--- src/hdl/spkd_pkg.sv ---
// ----------------------------------------------------------------------------
// spkd_pkg
// types and constants shared by the spike packet key decoder
// ----------------------------------------------------------------------------
package spkd_pkg;

    localparam int unsigned POS_MAX    = 2047;
    localparam int unsigned MIN_LENGTH = 9;
    localparam int unsigned KEY_START  = 6;

    typedef enum logic [2:0] {
        K_SPIKE     = 3'd0,
        K_MISSING   = 3'd1,
        K_OK        = 3'd2,
        K_COMMAND   = 3'd3,
        K_SHORT     = 3'd4,
        K_TRUNCATED = 3'd5
    } t_kind;

    typedef struct packed {
        logic        func;
        logic [7:0]  byte_value;
        logic        last_byte;
        logic [7:0]  entry_index;
        logic [31:0] entry_key;
        logic [30:0] entry_neuron;
        logic        entry_valid;
    } t_in;

    typedef struct packed {
        logic [2:0]  kind;
        logic [31:0] spike_time;
        logic [30:0] neuron;
        logic [31:0] routing_key;
        logic        final_result;
    } t_out;

    // search token handed from cell to cell
    typedef struct packed {
        logic        active;
        logic        found;
        logic [31:0] key;
        logic [30:0] neuron;
    } t_probe;

endpackage

--- src/hdl/spkd_cell.sv ---
// ----------------------------------------------------------------------------
// spkd_cell
// one table slot: holds key, neuron and valid bit, matches a passing probe
// ----------------------------------------------------------------------------
module spkd_cell (
    input  logic            i_clk,
    input  logic            i_rst_n,
    input  logic            i_wr,
    input  logic [31:0]     i_key,
    input  logic [30:0]     i_neuron,
    input  logic            i_valid,
    input  spkd_pkg::t_probe i_probe,
    output spkd_pkg::t_probe o_probe
);
    import spkd_pkg::*;

    logic        r_valid;
    logic [31:0] r_key;
    logic [30:0] r_neuron;
    t_probe      r_probe;
    t_probe      n_probe;

    always_ff @(posedge i_clk) begin
        if (!i_rst_n) begin
            r_valid <= 1'b0;
        end else if (i_wr) begin
            r_valid <= i_valid;
        end
        if (i_wr) begin
            r_key    <= i_key;
            r_neuron <= i_neuron;
        end
    end

    always_comb begin
        n_probe = i_probe;
        if (i_probe.active && !i_probe.found && r_valid && r_key == i_probe.key) begin
            n_probe.found  = 1'b1;
            n_probe.neuron = r_neuron;
        end
    end

    always_ff @(posedge i_clk) begin
        if (!i_rst_n) begin
            r_probe.active <= 1'b0;
        end else begin
            r_probe.active <= n_probe.active;
        end
        r_probe.found  <= n_probe.found;
        r_probe.key    <= n_probe.key;
        r_probe.neuron <= n_probe.neuron;
    end

    assign o_probe = r_probe;

endmodule

--- config.mk ---
export PLATFORM = sky130hd
export DESIGN_NAME = spkd_cell
export DESIGN_NICKNAME = d
export VERILOG_FILES = /design/src/hdl/spkd_pkg.sv /design/src/hdl/spkd_cell.sv
export SDC_FILE = /design/constraint.sdc
export NUM_CORES = 1
export LEC_CHECK = 0
export BUFFER_PORTS_ARGS = -buffer_cell sky130_fd_sc_hd__buf_2
export CORE_MARGIN = 1.5
export CORE_UTILIZATION = 45
export CTS_BUF_LIST = sky130_fd_sc_hd__clkbuf_16
export DETAILED_ROUTE_END_ITERATION = 10
export GPL_TIMING_DRIVEN = 0
export PLACE_DENSITY = 0.79
export SYNTH_ARGS = -nofsm -noshare
export SYNTH_HDL_FRONTEND = slang
export SYNTH_SLANG_ARGS = --single-unit
--- constraint.sdc ---
create_clock -name i_clk -period 2.5 [get_ports i_clk]
set_input_delay 0.5 -clock i_clk [delete_from_list [all_inputs] [get_ports i_clk]]
set_output_delay 0.5 -clock i_clk [all_outputs]
set_load 0.005 [all_outputs]
# After elaboration in Yosys (flattened, before gate mapping)
# Index checks and enable logic that the tools add are counted.
# totals
ff_bits	129
input_bits	132
word_cells	13
# classes
eq_ne	1
n_mux	1
n_reduce_logical	4
# op_table
op	n
$eq 32x32->1	1
$mux 31	1
$logic_and 1x1->1	3
$logic_not 1->1	1

# Depth between registers and ports, before layout
# Gate-level depths: netlist of run 1.
# logic_depth
ltp_word	5
mapped_depth	6
mapped_depth_nobuf	5

# Worst setup path before layout of run 1
# OpenSTA, ideal clock, no wires.
# synth_path
path_kind	input to register
from	in i_probe[42] (netlist bit)
to	reg r_probe (netlist bit o_probe[10])
arrival_time_ps	1927
required_time_ps	2379
path_slack_ps	453
stages	6
path_cell_list	xor2_1 nor4_1 nand3_1 nor4_4 buf_6 mux2_2
# synth_rtl
element	line	source
start: declaration	spkd_cell.sv:12	input spkd_pkg::t_probe i_probe,
end: declaration	spkd_cell.sv:20	t_probe r_probe;

==> results.json, run 1 <==
{
  "drtIter0Drc": 34,
  "max_cap_violations": 0,
  "powerDensity_nw_per_um2": 923,
  "placementRows": 34,
  "setup-tns-final_ns": 0,
  "drc": 0,
  "top_layer_used": "met4",
  "hold_viol": 0,
  "period_needed_ns": 2.23,
  "arrival_ns": 2.51,
  "r2r-end": "o_probe[19]",
  "post_cts_buffers": 0,
  "via_count": 2462,
  "antenna_found_initial": 0,
  "skew_ns": 0.0134,
  "muxShareOfSynthArea_pct": 8.99,
  "worstHoldEndpoint": "o_probe[56]",
  "synthFlopType": "dfxtp_1",
  "grt_pass1_vias": 2554,
  "fp.dieW_um": 97.2,
  "cts_buffers": 17,
  "root_buffer": "clkbuf_16",
  "maxSlewHeadroom_pct": 44.3,
  "critPathLaunchType": "register",
  "clock_latency_ns": 0.40,
  "slew_violations": 0,
  "cts_resized": 0,
  "dp_slack_ns": -0.0731,
  "wl_met1_um": 2990,
  "worst_slack_ns": 0.267,
  "diodes": 0,
  "place_congestion": 0.750,
  "clockPowerShare_pct": 49.5,
  "tightest_slew_ns": 0.835,
  "min-delay-start": "i_probe[56]",
  "cts_max_path_buffers": 2,
  "setup_violations": 0,
  "syn2layout_area_growth_pct": 44.1,
  "pin_count": 197,
  "ys_top_cells_by_count": "dfxtp_1 (66), edfxtp_1 (63), mux2_2 (28)",
  "hpwl_um": 5610,
  "total_power_w": 0.00531,
  "r2r_slack_ns": 0.27,
  "critPathKind": "register to register",
  "hold_depth": 1,
  "yosys.area.top_type": "edfxtp_1",
  "drive_gt1_share_pct": 58.8,
  "reg2regPathDepth": 6,
  "crit_path_max_fanout": 10,
  "ys_ff_latch": 129,
  "core_area_um2": 8680,
  "synthesis.area_um2": 4000,
  "synth_compound_area_share_pct": 0,
  "synth_edf_count": 63,
  "p_seq_share_pct": 45.3,
  "synth_xor_area_share_pct": 7.02,
  "num-nets-final": 558,
  "grt_pass1_wl_um": 11800,
  "fmax_ghz": 0.448,
  "clk_pin_slew_worst_paths_ns": 0.06,
  "period_share_pct": 89.3,
  "dr.pass1.iters": 4,
  "die_h_um": 97.2,
  "p_int_w": 0.00429,
  "ys_warn_count": 0,
  "comb_power_share_pct": 5.1,
  "power.switching_w": 0.00102,
  "peakVddDrop_mv": 0.521,
  "rr_startpoint": "r_key[25]",
  "wl_met2_um": 3980,
  "endpoint_kind": "register",
  "yosysMostFrequentCell": "dfxtp_1",
  "rsz0062_at_grt": "false",
  "cts_tree": "built",
  "start_util_pct": 46.0,
  "cts_max_level": 4,
  "synthesis.nets": 343,
  "die-area_um2": 9450,
  "synthAdderAreaFrac_pct": 0,
  "grt_overflow_total": 0,
  "synthTopCellsByArea": "edfxtp_1 (47%), dfxtp_1 (33%), mux2_2 (7.9%), xor2_1 (5.9%), xnor2_1 (1.1%)",
  "placed_area_um2": 5110,
  "synthSimpleGateAreaFrac_pct": 2.72,
  "grt_max_degree": 65,
  "via_per_inst": 4.50,
  "critPathRequiredTime_ns": 2.78,
  "seq_area_frac_synth_pct": 80.4,
  "synth_top_family_by_area": "multiplexers",
  "swShare_pct": 19.2,
  "stdcell_area_um2": 5760,
  "routed_wirelength_um": 7690,
  "synth_top_cell_area_share_pct": 47.4,
  "final_antenna_net_count": 0,
  "avgRoutedWirePerCell_um": 14.1,
  "status": "completed",
  "hold_buffers": 0,
  "synthArstFlopShare_pct": 0,
  "syn_area_per_cell_um2": 18.9,
  "syn_inst": 211,
  "p_leak_nw": 2.55,
  "met3WireLength_um": 626,
  "hold_path.class": "input port to register",
  "synth.distinct_cells": 17,
  "cts_sinks": 129,
  "gr-usage-all-layers_pct": 16.4,
  "finish.utilization_pct": 66.3,
  "portBuffers": 196
}
state kept, by name (all words and copies together) (netlist names):
| name | cells |
|---|---|
| r_valid | 1 |
| o_probe | 65 |
| r_key | 32 |
| r_neuron | 31 |
metal layers:
metal | global-route usage (%) | up-vias
li1 | - | 1196
met1 | 18.1 | 1134
met2 | 28.2 | 122
met3 | 5.97 | 10
met4 | 7.47 | 0
met5 | 0 | -
critical path: stages (launching register included):
cell      delay (ns)
edfxtp_1        0.38
xor2_1          0.15
nor4_1          0.34
nand3_1         0.19
nor4_4          0.48
buf_6           0.23
mux2_2          0.35
placed cells by master, fill, tap and decap left out:
cell type,instances
mux2_2,28
buf_4,1
inv_1,2
xnor2_1,5
nand3_1,1
clkinvlp_4,2
and2_1,1
xor2_1,27
clkinv_2,1
clkbuf_16,17
nor3_1,1
dfxtp_1,66
inv_6,2
buf_2,195
clkinv_4,2
nor4_1,6
edfxtp_1,63
nor4_4,1
bufinv_16,5
clkinv_1,1
nand4_1,2
mux2i_1,1
mux2_1,3
buf_6,3
nor2b_1,1
nand4b_1,1
or2_2,1
area by class of cell:
cell class	count	area (um2)
clock inverter	15	216
buffer	3	33.8
multi-input combinational	79	748
sequential	129	3210
clock buffer	17	425
timing repair buffer	196	983
tap	108	135
fill	646	2920
power by group through the flow:
stage                     Sequential [W]  Clock [W]  Combinational (W)
after floorplan                  0.00245          0          0.0000717
after global placement           0.00245          0           0.000267
after detailed placement         0.00245          0           0.000276
after CTS                        0.00241    0.00269           0.000278
after global routing             0.00242    0.00277           0.000300
final                            0.00241    0.00263           0.000273
how the worst max path moves through the flow:
| stage | startpoint | endpoint |
|---|---|---|
| 2_1_floorplan | i_probe[42] | o_probe[10] |
| 3_3_place_gp | i_probe[60] | o_probe[29] |
| 3_5_place_dp | i_probe[60] | o_probe[19] |
| 4_1_cts | r_key[30] | o_probe[26] |
| 5_1_grt | r_key[2] | o_probe[19] |
| 6_report | r_key[25] | o_probe[19] |
kinds of logic (layout without fill, tap and decap cells):
logic type | count (synthesis) | in the layout
DFF | 129 | 129
xor gates and xnor gates | 32 | 32
muxes | 32 | 32
and+or+nand+nor | 15 | 15
buffers and inverters | 3 | 231
metrics by stage:
step / std cells / hold slack [ns]
final: 547 / 0.224
after floorplan: 211 / 0.432
after global routing: 547 / 0.211
after global placement: 515 / 0.436
after detailed placement: 515 / 0.448
after CTS: 547 / 0.208
No activity file was read; power rests on OpenSTA's default activity.
==> run 2, diff against run 1 <==
--- a/config.mk
+++ b/config.mk
@@ -5,9 +5,10 @@
 export SDC_FILE = /design/constraint.sdc
 export NUM_CORES = 1
 export LEC_CHECK = 0
-export BUFFER_PORTS_ARGS = -buffer_cell sky130_fd_sc_hd__buf_2
+export ABC_AREA = 1
+export BUFFER_PORTS_ARGS = -buffer_cell sky130_fd_sc_hd__buf_4
 export CORE_MARGIN = 1.5
-export CORE_UTILIZATION = 45
+export CORE_UTILIZATION = 46
 export CTS_BUF_LIST = sky130_fd_sc_hd__clkbuf_16
 export DETAILED_ROUTE_END_ITERATION = 10
 export GPL_TIMING_DRIVEN = 0
==> run 2 against run 1 <==
Against the previous run:
- total power up 4.7%
- hold slack worse by 0.0090 ns
- area after synthesis up 7.7%
- first-iteration DRC count rose to 3.8 times the previous value
- synthesized cell count up 67%
- sequential power about the same
- final cell count up 26%
- sequential cell count unchanged
- largest cell class unchanged
- largest power group unchanged
==> results.json, run 2 <==
{
  "met1_usage_pct": 19.3,
  "grt_max_degree": 66,
  "dr.pass1.iters": 4,
  "largest_register_ffs": 65,
  "synthTopCellsByArea": "edfxtp_1 (44%), dfxtp_1 (31%), nand2_1 (9.7%), nand4_1 (4.5%), xnor2_1 (3.7%)",
  "max_cap_violations": 0,
  "root_buffer": "clkbuf_16",
  "final_antenna_net_count": 0,
  "avgRoutedWirePerCell_um": 13.1,
  "num-nets-final": 699,
  "stdcell_count": 691,
  "status": "completed",
  "seq_area_frac_synth_pct": 74.7,
  "cts_sinks": 129,
  "peakVddDrop_mv": 0.508,
  "yosys.area.top_type": "edfxtp_1",
  "setup-tns-final_ns": 0,
  "crit_path_max_fanout": 10,
  "tightest_slew_ns": 0.794,
  "hold_buffers": 0,
  "syn_area_per_cell_um2": 12.2,
  "endpoint_kind": "register",
  "portBuffers": 196,
  "gr-usage-all-layers_pct": 18.6,
  "rsz0062_at_grt": "false",
  "fmax_ghz": 0.619,
  "ys_top_cells_by_count": "nand2_1 (111), dfxtp_1 (66), edfxtp_1 (63)",
  "arrival_ns": 1.90,
  "synthFlopType": "dfxtp_1",
  "grt_overflow_total": 0,
  "critPathRequiredTime_ns": 2.79,
  "synthesis.area_um2": 4300,
  "critPathKind": "register to register",
  "core_area_um2": 9150,
  "powerDensity_nw_per_um2": 845,
  "critPathLaunchType": "register",
  "drc": 0,
  "hold_viol": 0,
  "grt_pass1_wl_um": 13900,
  "setup_violations": 0,
  "ys_ff_latch": 129,
  "drtIter0Drc": 128,
  "synth.distinct_cells": 20,
  "worst_slack_ns": 0.886,
  "synth_edf_count": 63,
  "skew_ns": 0.00848,
  "synth_top_cell_area_share_pct": 44.0,
  "placementRows": 35,
  "clock_latency_ns": 0.40,
  "place_congestion": 0.755,
  "antenna_found_initial": 0,
  "fp.dieW_um": 99.7,
  "n_fill_cell": 657,
  "synthesis.nets": 484,
  "die_h_um": 99.7,
  "diodes": 0,
  "maxSlewHeadroom_pct": 47.1,
  "pin_count": 197,
  "grt_pass1_vias": 3093,
  "syn_inst": 352,
  "cts_tree": "built",
  "routed_wirelength_um": 9050,
  "cts_max_level": 4,
  "start_util_pct": 47.0,
  "die-area_um2": 9950,
  "synthArstFlopShare_pct": 0,
  "period_needed_ns": 1.61,
  "drive_gt1_share_pct": 42.1,
  "p_leak_nw": 3.10,
  "cts_resized": 0,
  "period_share_pct": 64.6,
  "finish.utilization_pct": 71.9,
  "yosysMostFrequentCell": "nand2_1",
  "grt_use_met3_pct": 7.31,
  "slew_violations": 0,
  "via_count": 3151,
  "stdcell_area_um2": 6580,
  "hpwl_um": 6700,
  "placed_area_um2": 5910,
  "dp_slack_ns": 0.609,
  "syn2layout_area_growth_pct": 52.9,
  "cts_max_path_buffers": 2,
  "hold_path.class": "input port to register",
  "clk_pin_slew_worst_paths_ns": 0.06,
  "ys_warn_count": 0,
  "cts_buffers": 17,
  "placed_cells": 659,
  "post_cts_buffers": 0,
  "mostFrequentLayoutCells": "buf_4 (199), nand2_1 (111), dfxtp_1 (66), edfxtp_1 (63), nand4_1 (31)",
  "via_per_inst": 4.56,
  "groute.layer.met2.usage_pct": 34.1,
  "mostFrequentLayoutCell": "buf_4",
  "grt_busiest_layer": "met2"
}
[run 2: through the flow]
step           power (W)  hold slack (ns)
2_1_floorplan    0.00256            0.471
3_3_place_gp     0.00283            0.476
3_5_place_dp     0.00285            0.481
4_1_cts          0.00560            0.202
5_1_grt          0.00574            0.193
6_report         0.00556            0.215
[run 2: final cells by class]
class | instances | area, um2 | area share, %
clock buffer | 17 | 425 | 6.46
clock inverter | 15 | 241 | 3.67
sequential | 129 | 3210 | 48.8
timing repair buffer | 196 | 1470 | 22.4
tap | 111 | 139 | 2.11
inverter | 29 | 109 | 1.65
buffer | 12 | 86.3 | 1.31
multi-input combinational | 182 | 896 | 13.6
[run 2: layer usage]
metal | part of all wire [%] | wire, um
met5 | 0 | 0
met4 | 0.75 | 68
met3 | 7.6 | 684
met2 | 54 | 4880
met1 | 38 | 3410
[run 2: logic make-up (layout without fill, tap and decap cells)]
logic type | after synthesis | after routing | synth area share, %
AOI/OAI and AO/OA | 7 | 7 | 0.901
xor gates and xnor gates | 18 | 18 | 3.66
buffers and inverters | 41 | 269 | 4.53
DFF | 129 | 129 | 74.7
and+or+nand+nor | 157 | 157 | 16.3
[run 2: power breakdown]
part	total [W]	switching (W)	internal [W]
clock network	0.00275	0.000886	0.00187
logic	0.000392	0.000146	0.000247
registers	0.00241	0.0000455	0.00237
[run 2: critical path, stage by stage (launching register included)]
cell and delay, ns:
edfxtp_1 0.39, nand2_1 0.09, nand2_1 0.05, inv_1 0.05
nand2_1 0.05, nor2_1 0.13, nand2_1 0.10, nor2_4 0.22
nand3_4 0.14, buf_6 0.17, nand2_1 0.06, nand2_1 0.06
[run 2: path summary, 6_finish.rpt]
check | startpoint | endpoint | slack, ns | depth (start not counted)
max | r_key[10] | o_probe[6] | 0.89 | 11
min | i_probe[39] | o_probe[39] | 0.22 | 1
max reg2reg | r_key[10] | o_probe[6] | 0.89 | 11
min reg2reg | r_neuron[5] | o_probe[5] | 0.49 | 2
==> run 3, diff against run 2 <==
==> constraint.sdc (replaced) <==
create_clock -name i_clk -period 1.5 [get_ports i_clk]
set_input_delay 0.3 -clock i_clk [delete_from_list [all_inputs] [get_ports i_clk]]
set_output_delay 0.3 -clock i_clk [all_outputs]
set_load 0.005 [all_outputs]
==> run 3 against run 2 <==
Against the previous run:
- the flow now finishes with violations (setup timing)
- clock-buffer cell count did not move
- final cell count rose by 1.9%
- routed wire length rose by 5.0%
- combinational power rose by 77%
- largest cell class unchanged
- highest routed layer unchanged
==> results.json, run 3 (same netlist as run 2, synthesis figures left out) <==
{
  "status": "complete, but fails checks",
  "violations": "setup timing",
  "crit_slowest_cell": "edfxtp_1",
  "grt_overflow_total": 0,
  "setup_violations": 32,
  "largest_register_ffs": 65,
  "fmax_ghz": 0.616,
  "cts_max_level": 4,
  "startpoint": "r_key[27]",
  "cts_tree": "built",
  "place_congestion": 0.755,
  "rr_startpoint": "r_key[27]",
  "hpwl_um": 6700,
  "gr-usage-all-layers_pct": 18.7,
  "max_cap_violations": 0,
  "p_leak_nw": 3.18,
  "critPathBufInv": 2,
  "worst_slack_ns": -0.124,
  "slew_violations": 0,
  "diodes": 0,
  "antenna_found_initial": 0,
  "crit_path_max_fanout": 10,
  "max_stage_delay_ns": 0.41,
  "drive_gt1_share_pct": 45.2,
  "r2r_slack_ns": -0.12,
  "hold_path.class": "input port to register",
  "portBuffers": 196,
  "worstHoldEndpoint": "o_probe[44]",
  "arrival_ns": 1.91,
  "dr.pass1.iters": 4,
  "critPathKind": "register to register",
  "mostFrequentLayoutCell": "buf_4",
  "grt_pass1_vias": 3114,
  "start_util_pct": 47.0,
  "die_h_um": 99.7,
  "rsz0062_at_grt": "true",
  "clock_latency_ns": 0.40,
  "via_per_inst": 4.59,
  "placed_cells": 659,
  "final_antenna_net_count": 0,
  "fp.dieW_um": 99.7,
  "endpoint_kind": "register",
  "grt_max_degree": 66,
  "grt_pass1_wl_um": 14000,
  "dp_slack_ns": -0.191,
  "root_buffer": "clkbuf_16",
  "critPathRequiredTime_ns": 1.79,
  "powerDensity_nw_per_um2": 1370,
  "stdcell_count": 704,
  "critPathTopFamily": "simple AND/OR/NAND/NOR gates",
  "crit_path_frequent_cell": "nand2_1",
  "period_needed_ns": 1.62,
  "hold_depth": 1,
  "num-nets-final": 712,
  "die-area_um2": 9950,
  "hold_viol": 0,
  "cts_max_path_buffers": 2,
  "maxSlewHeadroom_pct": 47.1,
  "critPathLaunchType": "register",
  "r2r-end": "o_probe[27]",
  "clk_pin_slew_worst_paths_ns": 0.06,
  "total_power_w": 0.00930,
  "syn2layout_area_growth_pct": 57.8,
  "mostFrequentLayoutCells": "buf_4 (202), nand2_1 (96), dfxtp_1 (66), edfxtp_1 (63), nand4_1 (31)",
  "drc": 0,
  "crit_path_cell_trace": "inv_1 > nand2_1 > nand2_1 > nand2_1 > nor2_4 > nand2_2 > nor2_4 > nand3_4 > buf_6 > nand2_1 > nand2_1",
  "drtIter0Drc": 128,
  "routed_wirelength_um": 9500,
  "placementRows": 35,
  "pin_count": 197,
  "finish.utilization_pct": 74.2,
  "period_share_pct": 108,
  "cts_buffers": 17,
  "skew_ns": 0.00797,
  "peakVddDrop_mv": 0.858,
  "core_area_um2": 9150,
  "tightest_slew_ns": 0.793,
  "min-delay-start": "i_probe[44]",
  "avgRoutedWirePerCell_um": 13.5,
  "cts_sinks": 129,
  "reg2regPathDepth": 11,
  "via_count": 3229
}
## run 3: cell types whose count changed in the layout (fill, tap and decap cells not counted), sizes merged
| cell | previous run | this run |
|---|---|---|
| dlygate4sd3 | 0 | 7 |
| clkbuf | 17 | 18 |
| buf | 208 | 213 |
## run 3: worst max path at each step
| stage | end | cells past startpoint |
|---|---|---|
| global route | o_probe[27] | 11 |
| CTS | o_probe[9] | 11 |
| floorplan | o_probe[10] | 9 |
| finish | o_probe[27] | 11 |
| detailed placement | o_probe[6] | 10 |
| global placement | o_probe[7] | 10 |
## run 3: metal layers
metal | share of wire, % | GRT usage (%) | up-vias | wire (um)
met1 | 37 | 19.5 | 1471 | 3530
li1 | - | - | 1627 | -
met5 | 0 | 0 | - | 0
met3 | 6.8 | 7.31 | 7 | 649
met4 | 0.73 | 5.85 | 0 | 69
met2 | 55 | 34.3 | 124 | 5250
## run 3: through the flow
stage               hold slack, ns  cell area, um2  setup TNS [ns]
finish                      0.0166            6790           -3.31
floorplan                    0.328            4300               0
detailed placement           0.420            5910           -5.02
global placement             0.417            5910           -3.65
global route             -0.000702            6790           -7.10
CTS                        0.00244            6620           -2.24
## run 3: power by group
| group | switching, W | internal (W) |
|---|---|---|
| clock | 0.00147 | 0.00311 |
| combinational | 0.000261 | 0.000432 |
| sequential | 0.0000768 | 0.00395 |
| total | 0.00181 | 0.00749 |
## run 3: cell type report
cell class                 count  area [um2]
sequential                   129        3210
fill                         637        2360
timing repair buffer         209        1610
multi-input combinational    182         961
clock buffer                  17         425
clock inverter                15         241
tap                          111         139
inverter                      29         109
buffer                        12        96.3
## run 3: timing repair
action,in CTS,in global routing
pin swaps,2,6
setup buffers,3,1
gates cloned,1,1
hold endpoints to repair,0,7
endpoints found under the setup margin,31,32
hold buffers,0,7
resized for setup,4,21
